==> config.mk <==
export PLATFORM = sky130hd
export DESIGN_NAME = cartridge_bank_mapper_irq_top_flat
export DESIGN_NICKNAME = d
export VERILOG_FILES = /design/src/design/cbm_pkg.sv /design/src/design/cbm_ifs.sv /design/src/design/cbm_bank_regs.sv /design/src/design/cbm_irq_counter.sv /design/src/design/cartridge_bank_mapper_irq_top.sv /design/src/flat_wrapper.sv
export SDC_FILE = /design/constraint.sdc
export NUM_CORES = 1
export LEC_CHECK = 0
export ABC_CLOCK_PERIOD_IN_PS = 5500
export BUFFER_PORTS_ARGS = -buffer_cell sky130_fd_sc_hd__buf_2
export CAP_MARGIN = 10
export CORE_AREA = 2 2 157 159
export CTS_CLUSTER_SIZE = 12
export DETAILED_ROUTE_END_ITERATION = 8
export DIE_AREA = 0 0 159 161
export SLEW_MARGIN = 20
export SYNTH_ARGS = -nofsm -noshare
export SYNTH_HDL_FRONTEND = slang
export SYNTH_HIERARCHICAL = 1
export SYNTH_SLANG_ARGS = --single-unit
==> constraint.sdc <==
create_clock -name clk -period 5.5 [get_ports clk]
set_input_delay 0.825 -clock clk [delete_from_list [all_inputs] [get_ports clk]]
set_output_delay 0.825 -clock clk [all_outputs]
set_load 0.02 [all_outputs]
==> src/design/cbm_pkg.sv <==
// Shared types and codes for the cartridge bank mapper with IRQ counter.
// Used by every module of the block.
package cbm_pkg;

  // Item operation codes.
  localparam logic [1:0] OP_WRITE = 2'd0;
  localparam logic [1:0] OP_TICK  = 2'd1;
  localparam logic [1:0] OP_XLATE = 2'd2;

  // Region codes reported by a translate request.
  localparam logic [2:0] REGION_PATTERN   = 3'd0;
  localparam logic [2:0] REGION_NAMETABLE = 3'd1;
  localparam logic [2:0] REGION_WRAM      = 3'd2;
  localparam logic [2:0] REGION_PROGRAM   = 3'd3;
  localparam logic [2:0] REGION_NONE      = 3'd4;

  // Translate space codes.
  localparam logic SPACE_CPU = 1'b0;
  localparam logic SPACE_PPU = 1'b1;

  // Program bank seen at E000-FFFF on the CPU bus.
  localparam logic [7:0] FIXED_BANK = 8'hFF;

  // The counter is loaded with at most 15 bits and cleared on overflow.
  localparam int CNT_W = 15;

  // One input request.
  typedef struct packed {
    logic [1:0]  operation;
    logic [15:0] address;
    logic [7:0]  data;
    logic        space;
    logic [7:0]  cycles;
  } item_t;

  // Translate and decode outcome from the bank registers.
  typedef struct packed {
    logic [7:0] bank;
    logic [2:0] region;
    logic       sound_access;
  } xlate_t;

endpackage

==> src/design/cbm_ifs.sv <==
// Valid/ready channel interfaces for the mapper's request and result sides.
// Depends on nothing but plain logic types.
interface cbm_in_if;
  logic        valid;
  logic        ready;
  logic [1:0]  operation;
  logic [15:0] address;
  logic [7:0]  data;
  logic        space;
  logic [7:0]  cycles;

  modport source (output valid, output operation, output address, output data,
                  output space, output cycles, input ready);
  modport sink   (input valid, input operation, input address, input data,
                  input space, input cycles, output ready);
endinterface

interface cbm_out_if;
  logic       valid;
  logic       ready;
  logic       irq_line;
  logic [7:0] bank;
  logic [2:0] region;
  logic       sound_access;

  modport source (output valid, output irq_line, output bank, output region,
                  output sound_access, input ready);
  modport sink   (input valid, input irq_line, input bank, input region,
                  input sound_access, output ready);
endinterface

==> src/design/cbm_bank_regs.sv <==
// Pattern, nametable and program bank registers with write decode and
// address translate. Depends on cbm_pkg.
module cbm_bank_regs (
  input  logic           clk,
  input  logic           rst_n,
  input  logic           upd,
  input  cbm_pkg::item_t item,
  output cbm_pkg::xlate_t xl
);

  logic [7:0] pattern_r [8];
  logic [7:0] program_r [4];
  // Only bit 0 of a nametable page is ever used.
  logic [3:0] ntpage_r;

  logic [15:0] a;
  logic        is_write;
  logic        wr_pattern;
  logic        wr_ntpage;
  logic        wr_program;
  logic        snd;

  assign a        = item.address;
  assign is_write = upd && (item.operation == cbm_pkg::OP_WRITE);

  // Write decode by CPU address range.
  always_comb begin
    wr_pattern = 1'b0;
    wr_ntpage  = 1'b0;
    wr_program = 1'b0;
    snd        = 1'b0;
    if (item.operation == cbm_pkg::OP_WRITE) begin
      if (a[15:14] == 2'b10) begin
        wr_pattern = !a[10];
      end else if (a[15:13] == 3'b110) begin
        wr_ntpage = !a[10];
      end else if (a[15:13] == 3'b111) begin
        if (a[12] && a[11]) begin
          snd = 1'b1;
        end else begin
          wr_program = !a[10];
        end
      end
    end
  end

  // Bank register updates.
  always_ff @(posedge clk) begin
    if (!rst_n) begin
      for (int i = 0; i < 8; i++) pattern_r[i] <= 8'(i);
      for (int i = 0; i < 4; i++) program_r[i] <= 8'(i);
      ntpage_r <= 4'b1100;
    end else if (is_write) begin
      if (wr_pattern) pattern_r[a[13:11]] <= item.data;
      if (wr_ntpage)  ntpage_r[a[12:11]]  <= item.data[0];
      if (wr_program) program_r[a[12:11]] <= item.data;
    end
  end

  // Address translate for CPU and PPU buses.
  always_comb begin
    xl.bank         = 8'd0;
    xl.region       = cbm_pkg::REGION_NONE;
    xl.sound_access = snd;
    if (item.operation == cbm_pkg::OP_XLATE) begin
      if (item.space == cbm_pkg::SPACE_CPU) begin
        if (a[15:13] == 3'b111) begin
          xl.bank   = cbm_pkg::FIXED_BANK;
          xl.region = cbm_pkg::REGION_PROGRAM;
        end else if (a[15]) begin
          xl.bank   = program_r[a[14:13]];
          xl.region = cbm_pkg::REGION_PROGRAM;
        end else if (a[14:13] == 2'b11) begin
          xl.region = cbm_pkg::REGION_WRAM;
        end
      end else if (!a[13]) begin
        xl.bank   = pattern_r[a[12:10]];
        xl.region = cbm_pkg::REGION_PATTERN;
      end else begin
        xl.bank   = {7'd0, ntpage_r[a[11:10]]};
        xl.region = cbm_pkg::REGION_NAMETABLE;
      end
    end
  end

endmodule

==> src/design/cbm_irq_counter.sv <==
// Cycle-driven IRQ counter with its load registers, enable and pending flag.
// Depends on cbm_pkg.
module cbm_irq_counter (
  input  logic           clk,
  input  logic           rst_n,
  input  logic           upd,
  input  cbm_pkg::item_t item,
  output logic           pending_nxt
);

  logic [cbm_pkg::CNT_W-1:0] count_r, count_nxt;
  logic                      enable_r, enable_nxt;
  logic                      pending_r;
  logic                      irq_reg;
  logic [cbm_pkg::CNT_W:0]   sum;

  // IRQ registers live at 8000-BFFF with bit 10 set; bit 13 picks the half.
  assign irq_reg = (item.address[15:14] == 2'b10) && item.address[10];
  assign sum     = {1'b0, count_r} + {{(cbm_pkg::CNT_W + 1 - 8){1'b0}}, item.cycles};

  // Next state for the item at hand.
  always_comb begin
    count_nxt   = count_r;
    enable_nxt  = enable_r;
    pending_nxt = pending_r;
    if (item.operation == cbm_pkg::OP_WRITE && irq_reg) begin
      if (item.address[13]) begin
        count_nxt[cbm_pkg::CNT_W-1:8] = item.data[cbm_pkg::CNT_W-9:0];
        enable_nxt  = item.data[7];
        pending_nxt = 1'b0;
      end else begin
        count_nxt[7:0] = item.data;
      end
    end else if (item.operation == cbm_pkg::OP_TICK && enable_r) begin
      if (sum[cbm_pkg::CNT_W]) begin
        count_nxt   = '0;
        enable_nxt  = 1'b0;
        pending_nxt = 1'b1;
      end else begin
        count_nxt = sum[cbm_pkg::CNT_W-1:0];
      end
    end
  end

  always_ff @(posedge clk) begin
    if (!rst_n) begin
      count_r   <= '0;
      enable_r  <= 1'b0;
      pending_r <= 1'b0;
    end else if (upd) begin
      count_r   <= count_nxt;
      enable_r  <= enable_nxt;
      pending_r <= pending_nxt;
    end
  end

  // The counter never runs while an IRQ is pending.
  a_no_en_and_pend: assert property (@(posedge clk) disable iff (!rst_n)
    !(enable_r && pending_r))
    else $error("IRQ enabled while pending");

  // A pending IRQ only comes from an enabled counter.
  a_rise_from_en: assert property (@(posedge clk) disable iff (!rst_n)
    $rose(pending_r) |-> $past(enable_r))
    else $error("IRQ raised with counter disabled");

  // Raising the IRQ also clears the counter.
  a_rise_clears: assert property (@(posedge clk) disable iff (!rst_n)
    $rose(pending_r) |-> (count_r == '0))
    else $error("counter not cleared on IRQ");

endmodule

==> src/design/cartridge_bank_mapper_irq_top.sv <==
// Top level of the cartridge bank mapper: request register, result register
// and handshake control. Depends on cbm_pkg, cbm_ifs, cbm_bank_regs and
// cbm_irq_counter.
//
// Usage:
//   Requests arrive on in_ch (valid/ready). Each carries an operation: a CPU
//   register write, a cycle tick that advances the IRQ counter, or an address
//   translate for the CPU or PPU bus. Every request yields exactly one result
//   on out_ch with the IRQ level after the request, the bank and region of a
//   translate, and a flag for writes to the sound range F800-FFFF.
//   An accepted request passes through the request register and then the
//   result register; the bank and counter logic fill the result register
//   from the request register.
//   Throughput is one request per cycle while out_ch takes results, set by
//   the single pass through the decode and the 16-bit counter add.
//   Reset (rst_n low, synchronous) empties both registers, restores the
//   bank registers to their power-on banks and clears the counter, enable
//   and pending IRQ.
//   When out_ch stalls, the result register holds its result and the request
//   register holds one more request; in_ch.ready drops only when both are
//   full and the output is not being taken.
module cartridge_bank_mapper_irq_top (
  input  logic      clk,
  input  logic      rst_n,
  cbm_in_if.sink    in_ch,
  cbm_out_if.source out_ch
);

  logic            s1_valid_r;
  cbm_pkg::item_t  s1_item_r;
  logic            s1_move;
  logic            in_fire;

  logic            out_valid_r;
  logic            out_irq_r;
  cbm_pkg::xlate_t out_xl_r;

  cbm_pkg::xlate_t xl;
  logic            pending_nxt;

  // Handshake control.
  assign s1_move     = s1_valid_r && (!out_valid_r || out_ch.ready);
  assign in_ch.ready = !s1_valid_r || s1_move;
  assign in_fire     = in_ch.valid && in_ch.ready;

  // Request register.
  always_ff @(posedge clk) begin
    if (!rst_n) begin
      s1_valid_r <= 1'b0;
    end else if (in_fire) begin
      s1_valid_r <= 1'b1;
    end else if (s1_move) begin
      s1_valid_r <= 1'b0;
    end
  end

  always_ff @(posedge clk) begin
    if (in_fire) begin
      s1_item_r.operation <= in_ch.operation;
      s1_item_r.address   <= in_ch.address;
      s1_item_r.data      <= in_ch.data;
      s1_item_r.space     <= in_ch.space;
      s1_item_r.cycles    <= in_ch.cycles;
    end
  end

  cbm_bank_regs u_banks (
    .clk   (clk),
    .rst_n (rst_n),
    .upd   (s1_move),
    .item  (s1_item_r),
    .xl    (xl)
  );

  cbm_irq_counter u_irq (
    .clk         (clk),
    .rst_n       (rst_n),
    .upd         (s1_move),
    .item        (s1_item_r),
    .pending_nxt (pending_nxt)
  );

  // Result register.
  always_ff @(posedge clk) begin
    if (!rst_n) begin
      out_valid_r <= 1'b0;
    end else if (s1_move) begin
      out_valid_r <= 1'b1;
    end else if (out_ch.ready) begin
      out_valid_r <= 1'b0;
    end
  end

  always_ff @(posedge clk) begin
    if (s1_move) begin
      out_irq_r <= pending_nxt;
      out_xl_r  <= xl;
    end
  end

  assign out_ch.valid        = out_valid_r;
  assign out_ch.irq_line     = out_irq_r;
  assign out_ch.bank         = out_xl_r.bank;
  assign out_ch.region       = out_xl_r.region;
  assign out_ch.sound_access = out_xl_r.sound_access;

  // A held request is not dropped while the output stalls.
  a_hold_s1: assert property (@(posedge clk) disable iff (!rst_n)
    (s1_valid_r && out_valid_r && !out_ch.ready) |=> s1_valid_r)
    else $error("request lost under output stall");

  // Both registers full and stalled means no new request is taken.
  a_full_block: assert property (@(posedge clk) disable iff (!rst_n)
    (s1_valid_r && out_valid_r && !out_ch.ready) |-> !in_ch.ready)
    else $error("request accepted with pipeline full");

endmodule

==> src/flat_wrapper.sv <==
// flat-port wrapper written by rule: the top's interface ports become plain ports
module cartridge_bank_mapper_irq_top_flat 
  (clk, rst_n, in_ch_valid, in_ch_operation, in_ch_address, in_ch_data, in_ch_space, in_ch_cycles, in_ch_ready, out_ch_valid, out_ch_irq_line, out_ch_bank, out_ch_region, out_ch_sound_access, out_ch_ready);
  cbm_in_if in_ch_i ();
  cbm_out_if out_ch_i ();
  input  logic clk;
  input  logic rst_n;
  input wire logic [$bits(in_ch_i.valid)-1:0] in_ch_valid;
  input wire logic [$bits(in_ch_i.operation)-1:0] in_ch_operation;
  input wire logic [$bits(in_ch_i.address)-1:0] in_ch_address;
  input wire logic [$bits(in_ch_i.data)-1:0] in_ch_data;
  input wire logic [$bits(in_ch_i.space)-1:0] in_ch_space;
  input wire logic [$bits(in_ch_i.cycles)-1:0] in_ch_cycles;
  output wire logic [$bits(in_ch_i.ready)-1:0] in_ch_ready;
  output wire logic [$bits(out_ch_i.valid)-1:0] out_ch_valid;
  output wire logic [$bits(out_ch_i.irq_line)-1:0] out_ch_irq_line;
  output wire logic [$bits(out_ch_i.bank)-1:0] out_ch_bank;
  output wire logic [$bits(out_ch_i.region)-1:0] out_ch_region;
  output wire logic [$bits(out_ch_i.sound_access)-1:0] out_ch_sound_access;
  input wire logic [$bits(out_ch_i.ready)-1:0] out_ch_ready;
  assign in_ch_i.valid = in_ch_valid;
  assign in_ch_i.operation = in_ch_operation;
  assign in_ch_i.address = in_ch_address;
  assign in_ch_i.data = in_ch_data;
  assign in_ch_i.space = in_ch_space;
  assign in_ch_i.cycles = in_ch_cycles;
  assign in_ch_ready = in_ch_i.ready;
  assign out_ch_valid = out_ch_i.valid;
  assign out_ch_irq_line = out_ch_i.irq_line;
  assign out_ch_bank = out_ch_i.bank;
  assign out_ch_region = out_ch_i.region;
  assign out_ch_sound_access = out_ch_i.sound_access;
  assign out_ch_i.ready = out_ch_ready;
  cartridge_bank_mapper_irq_top u_core (.clk(clk), .rst_n(rst_n), .in_ch(in_ch_i), .out_ch(out_ch_i));
endmodule
# ---- Word-level counts from Yosys, hierarchy flattened
# Memory sizes are Yosys's and may differ from the RTL's. A register that Yosys moved wholly into a read port is not among the register bits.
# Index checks and enable logic that the tools add are counted.
# W data, S select, Z words.
dict set report totals {
  mem_bits_ro 0
  reg_bits 71
  input_bits 39
  out_inout_bits 15
  ramBits 96
  latchBits 0
  memories 2
  wordCells 113
}
dict set report op_classes {
  addsub 1
  bitwise_logic 2
  shift 0
  mul 0
  n_reduce_logical 25
  div 0
  order_cmp 3
  muxes 56
  eq_ne 8
}
# name depth word_bits read_ports rd_clocked_by_memory_dff write_ports line
set memory_table {}
lappend memory_table {u_core.u_banks.pattern_r 8 8 1 1 8 cbm_bank_regs.sv:11} ;# logic [7:0] pattern_r [8];
lappend memory_table {u_core.u_banks.program_r 4 8 1 1 4 cbm_bank_regs.sv:12} ;# logic [7:0] program_r [4];
# op n
set op_table {}
lappend op_table {{$mux W15} 3}
lappend op_table {{$mux W1} 36}
lappend op_table {{$mux W11} 3}
lappend op_table {{$mux W8} 4}
lappend op_table {{$add A15 B8 Y16} 1}
lappend op_table {{$reduce_or A8 Y1} 2}
lappend op_table {{$mux W3} 4}
lappend op_table {{$logic_and A1 B1 Y1} 8}
lappend op_table {{$reduce_bool A2 Y1} 4}
lappend op_table {{$mux W7} 1}
lappend op_table {{$eq A2 B2 Y1 const B} 3}
lappend op_table {{$eq A3 B3 Y1 const B} 2}
lappend op_table {{$lt A2 B3 Y1 const B} 2}
lappend op_table {{$reduce_and A3 Y1} 2}
lappend op_table {{$bwmux W4} 1}
lappend op_table {{$mux W2} 2}
lappend op_table {{$reduce_and A4 Y1} 1}
lappend op_table {{$reduce_or A4 Y1} 1}
lappend op_table {{$logic_not A1 Y1} 3}
lappend op_table {{$bmux W1 S2} 1}
lappend op_table {{$demux W1 S2} 1}
lappend op_table {{$eq A2 B1 Y1 const B} 1}
lappend op_table {{$ge A2 B1 Y1 const B} 1}
lappend op_table {{$logic_not A2 Y1} 1}
lappend op_table {{5 further kinds} 7}

# ---- Longest topological paths before layout
dict set report depth {
  word_depth 12
  mapped_depth 9
  depth_no_buf 8
}

# ---- Cells and area by module
# Netlist, hierarchy kept.
# module seq_area_each_um2 cells_per_inst area_each_um2 n_inst
set modules_own_cells {}
lappend modules_own_cells {cbm_bank_regs 2722.6 347 4515.6 1}
lappend modules_own_cells {cartridge_bank_mapper_irq_top 1481.4 57 1545.2 1}
lappend modules_own_cells {cbm_irq_counter 340.3 170 1285.0 1}

# ---- Least setup slack after synthesis
# OpenSTA, ideal clock, no wires.
dict set report synth_timing {
  kind {input -> register}
  start {in out_ch_ready}
  end {mem u_core.u_banks.pattern_r[2][0], enable pin}
  required_ps 5116
  path_buffers 1
  setup_ps 384
  arrival_time_ps 3010
  setup_slack_ps 2106
  stages 6
  path_cell_list {nor2b_4 > nor2b_1 > and2b_1 > nand4_1 > buf_2 > o21ai_0}
}
# item line
set synth_lines {}
lappend synth_lines {{from (decl)} flat_wrapper.sv:20} ;# input wire logic [$bits(out_ch_i.ready)-1:0] out_ch_ready;
lappend synth_lines {{to (decl)} cbm_bank_regs.sv:11}

==> impl_summary.log <==
[metrics] Post-DRT Antenna Nets: 0
[metrics] fill count: 2391
[metrics] static power due to leakage: 2.94 nW
[metrics] grt peak-use layer: met2
[metrics] Cell Count Post-Placement: 904
[metrics] fraction of power spent switching nets: 22.3%
[metrics] Final Max Slew Viols: 0
[metrics] number of sinks on the clock net: 149
[metrics] Max FO, Critical Path: 20
[metrics] highest achievable clock rate: 328 MHz
[metrics] Yosys warning total: 6
[metrics] routed len/inst: 16.5 µm
[metrics] Final Wtd Congestion: 0.752
[metrics] launching element of the worst setup path: out_ch_ready
[metrics] H-tree depth reported by CTS: 4
[metrics] final hold vios: 0
[metrics] clock latency reported for the late side of the worst-skew pair: 0.43 ns
[metrics] remaining global-route overflow: 0
[metrics] maximum buffer depth of the clock tree: 2
[metrics] Top-Level Pins: 54
[metrics] result of the run: completed
[metrics] global routing met3 resource utilization: 2.95%
[metrics] clock tree from TritonCTS: yes
[metrics] clock network fraction of total power: 44.8%
[metrics] slowest stage cell, crit path: nor3_2
[metrics] final clock period utilization by the worst path: 55.4%
[metrics] Core Box Area: 24000 µm²
[metrics] row count: 57
[metrics] switching power total: 0.000579 W
[metrics] Hold Path Class: register to register
[metrics] Critical Path AT: 3.13 ns
[metrics] number of global-route vias before repair: 4476
[metrics] Critical Path Max Stage Delay: 0.53 ns
[metrics] synthesized instance count: 564
[metrics] share of post-route cells with drive strength above 1: 17.8%
[metrics] drt drc: 0
[metrics] Slew headroom: 33.2%
[metrics] startpoint of the lowest-slack register-to-register path: u_core/out_ch.valid
[metrics] number of standard cells in the layout, taps in and fillers out: 936
[metrics] CP Cell Sequence: buf_2 > nor2b_4 > nor2b_2 > buf_4 > and2b_1 > nand4_1 > nor3_2 > nand2b_1
[metrics] Worst Tran Pin Value: 0.998 ns
[metrics] TritonCTS buffer count: 17
[metrics] maximum number of pins on one net before global-route repair: 39
[metrics] total power density per cell area: 319 nW/µm²
[metrics] met1 usage: 16.7%
[metrics] Hold-fix buffers, CTS: 0
[metrics] Routed Wire Length: 15500 µm
[metrics] top cell family by delay on the critical path: simple AND/OR/NAND/NOR gates
[metrics] clock slew seen by the registers of the worst setup and hold paths: 0.06 ns
[metrics] origin of the worst min-delay path: u_core/u_banks/ntpage_r[0]
[metrics] wire length of the first global-routing pass: 24400 µm
[metrics] Initial Util: 29.4%
[metrics] overall die width: 159 µm
[metrics] clock skew after layout: 0.00662 ns
[metrics] total nets after synthesis: 612
[metrics] number of nets at the end of the flow: 647
[metrics] total of buffers placed on input and output ports: 43
[metrics] nature of the critical path startpoint: input pin
[metrics] Max IR drop VDD: 0.000217 V
[metrics] per-cell via count in the routed design: 4.83
[metrics] total setup violations reported at the end of the flow: 0
[metrics] max-cap violations: 0
[metrics] Iter 0 DRT Violations: 339
[metrics] total negative setup slack: 0 ns
[metrics] die outline area: 25600 µm²
[metrics] Worst Path Buf+Inv: 2
[metrics] area added between synthesis and finish: 15.8%
[metrics] global routing usage summed across all routing layers: 12.5%
[metrics] Post-CTS Resized: 0
[metrics] detailed-route via count: 4520
[metrics] 1st-pass router iterations: 5
[metrics] clock root buffer master: clkbuf_16
[metrics] initial antenna violation count: 0
[metrics] data required time of the critical path: 5.58 ns
[metrics] unrepaired setup endpoints after global routing: false
[metrics] internal power: 0.00202 W
[metrics] critical setup path kind: input pin to register
[metrics] number of buffers inserted by post-CTS setup repair: 0
[metrics] relative contribution of combinational cells to total power: 5.3%
[metrics] sequential share of power: 49.9%
[metrics] die boundary height: 161 µm
[metrics] post-detailed-placement half-perimeter wirelength: 10200 µm
[metrics] post-synthesis instance area: 7050 µm²
[metrics] CP endpoint kind: register
[metrics] met2 track demand over resource: 19.7%
[metrics] average cell area after synthesis: 12.5 µm²
[metrics] time the final worst path needs with I/O delays and setup: 3.05 ns
[sequential cells by signal (all words and copies together), names as in the netlist]
register and count:
u_core/out_ch.valid 1, u_core/s1_valid_r 1, u_core/u_banks/pattern_r 64, u_core/u_irq/count_r 15, u_core/out_ch.bank 8, u_core/out_ch.irq_line 1
u_core/u_irq/enable_r 1, u_core/u_banks/program_r 24, u_core/out_ch.region 3, u_core/u_banks/ntpage_r 4, u_core/out_ch.sound_access 1, u_core/s1_item_r 25
u_core/u_irq/pending_r 1
[worst min-delay path, delay by kind of cell (launching register included)]
family | cells | cell delay (ns)
mux | 1 | 0.06
simple gates | 1 | 0.05
flops | 1 | 0.32
[power groups by stage]
stage               logic [W]  registers [W]  clock network [W]
floorplan           0.0000960        0.00131                  0
global placement     0.000135        0.00132                  0
detailed placement   0.000137        0.00132                  0
CTS                  0.000137        0.00130            0.00119
global route         0.000150        0.00130            0.00123
finish               0.000137        0.00130            0.00116
[stage by stage]
stage | total power (W) | utilization [%] | hold slack [ns] | area [µm²] | setup slack, ns
2_1_floorplan | 0.00140 | - | 0.435 | 7050 | 2.11
3_3_place_gp | 0.00146 | 31.5 | 0.453 | 7560 | 1.86
3_5_place_dp | 0.00146 | 31.5 | 0.462 | 7560 | 1.89
4_1_cts | 0.00262 | 34.0 | 0.475 | 8150 | 2.34
5_1_grt | 0.00269 | 34.0 | 0.499 | 8150 | 2.23
6_report | 0.00260 | 34.0 | 0.476 | 8160 | 2.45
[cell type report]
| cell class | count | area, µm² | share of cell area [%] |
|---|---|---|---|
| Sequential cell | 149 | 4240 | 52.0 |
| Multi-Input combinational cell | 379 | 2650 | 32.4 |
| Clock buffer | 18 | 429 | 5.26 |
| Tap cell | 324 | 405 | 4.97 |
| Timing Repair Buffer | 48 | 253 | 3.10 |
| Clock inverter | 13 | 160 | 1.96 |
| Inverter | 4 | 15.0 | 0.184 |
| Antenna cell | 1 | 2.50 | 0.0307 |
[routing by layer]
metal | vias to the layer above | wire (µm)
li1 | 2179 | -
met3 | 22 | 783
met4 | 0 | 277
met1 | 2205 | 7180
met2 | 114 | 7250
met5 | - | 0
[worst paths after layout]
kind                            cells after the start                              to  slack, ns
worst max-delay path                                8  u_core/u_banks/pattern_r[0][3]       2.45
worst min-delay path                                2      u_core/u_banks/ntpage_r[0]       0.48
worst max register to register                      7  u_core/u_banks/pattern_r[0][3]       2.52
worst min register to register                      2      u_core/u_banks/ntpage_r[0]       0.48
[cells in the final DEF, fill, tap and decap left out, types with 3 or more instances in the layout]
master / instances
nand2_1: 32
inv_1: 4
o21ai_0: 23
mux4_2: 6
a22oi_1: 16
nor2_2: 3
ha_1: 8
mux2i_1: 24
xor2_1: 4
nand4_1: 5
o21ai_1: 9
a21o_1: 5
nor2_1: 18
bufinv_16: 3
clkbuf_16: 17
buf_2: 43
a31oi_1: 6
edfxtp_1: 126
dfxtp_1: 23
and2_1: 77
nor3_1: 7
nand3_1: 20
buf_4: 5
nand2b_1: 15
clkinvlp_4: 7
mux2_2: 9
or3_1: 13
nor2b_1: 7
o22ai_1: 8
a21oi_1: 22
Note: power is estimated with default switching activity, not from simulation.
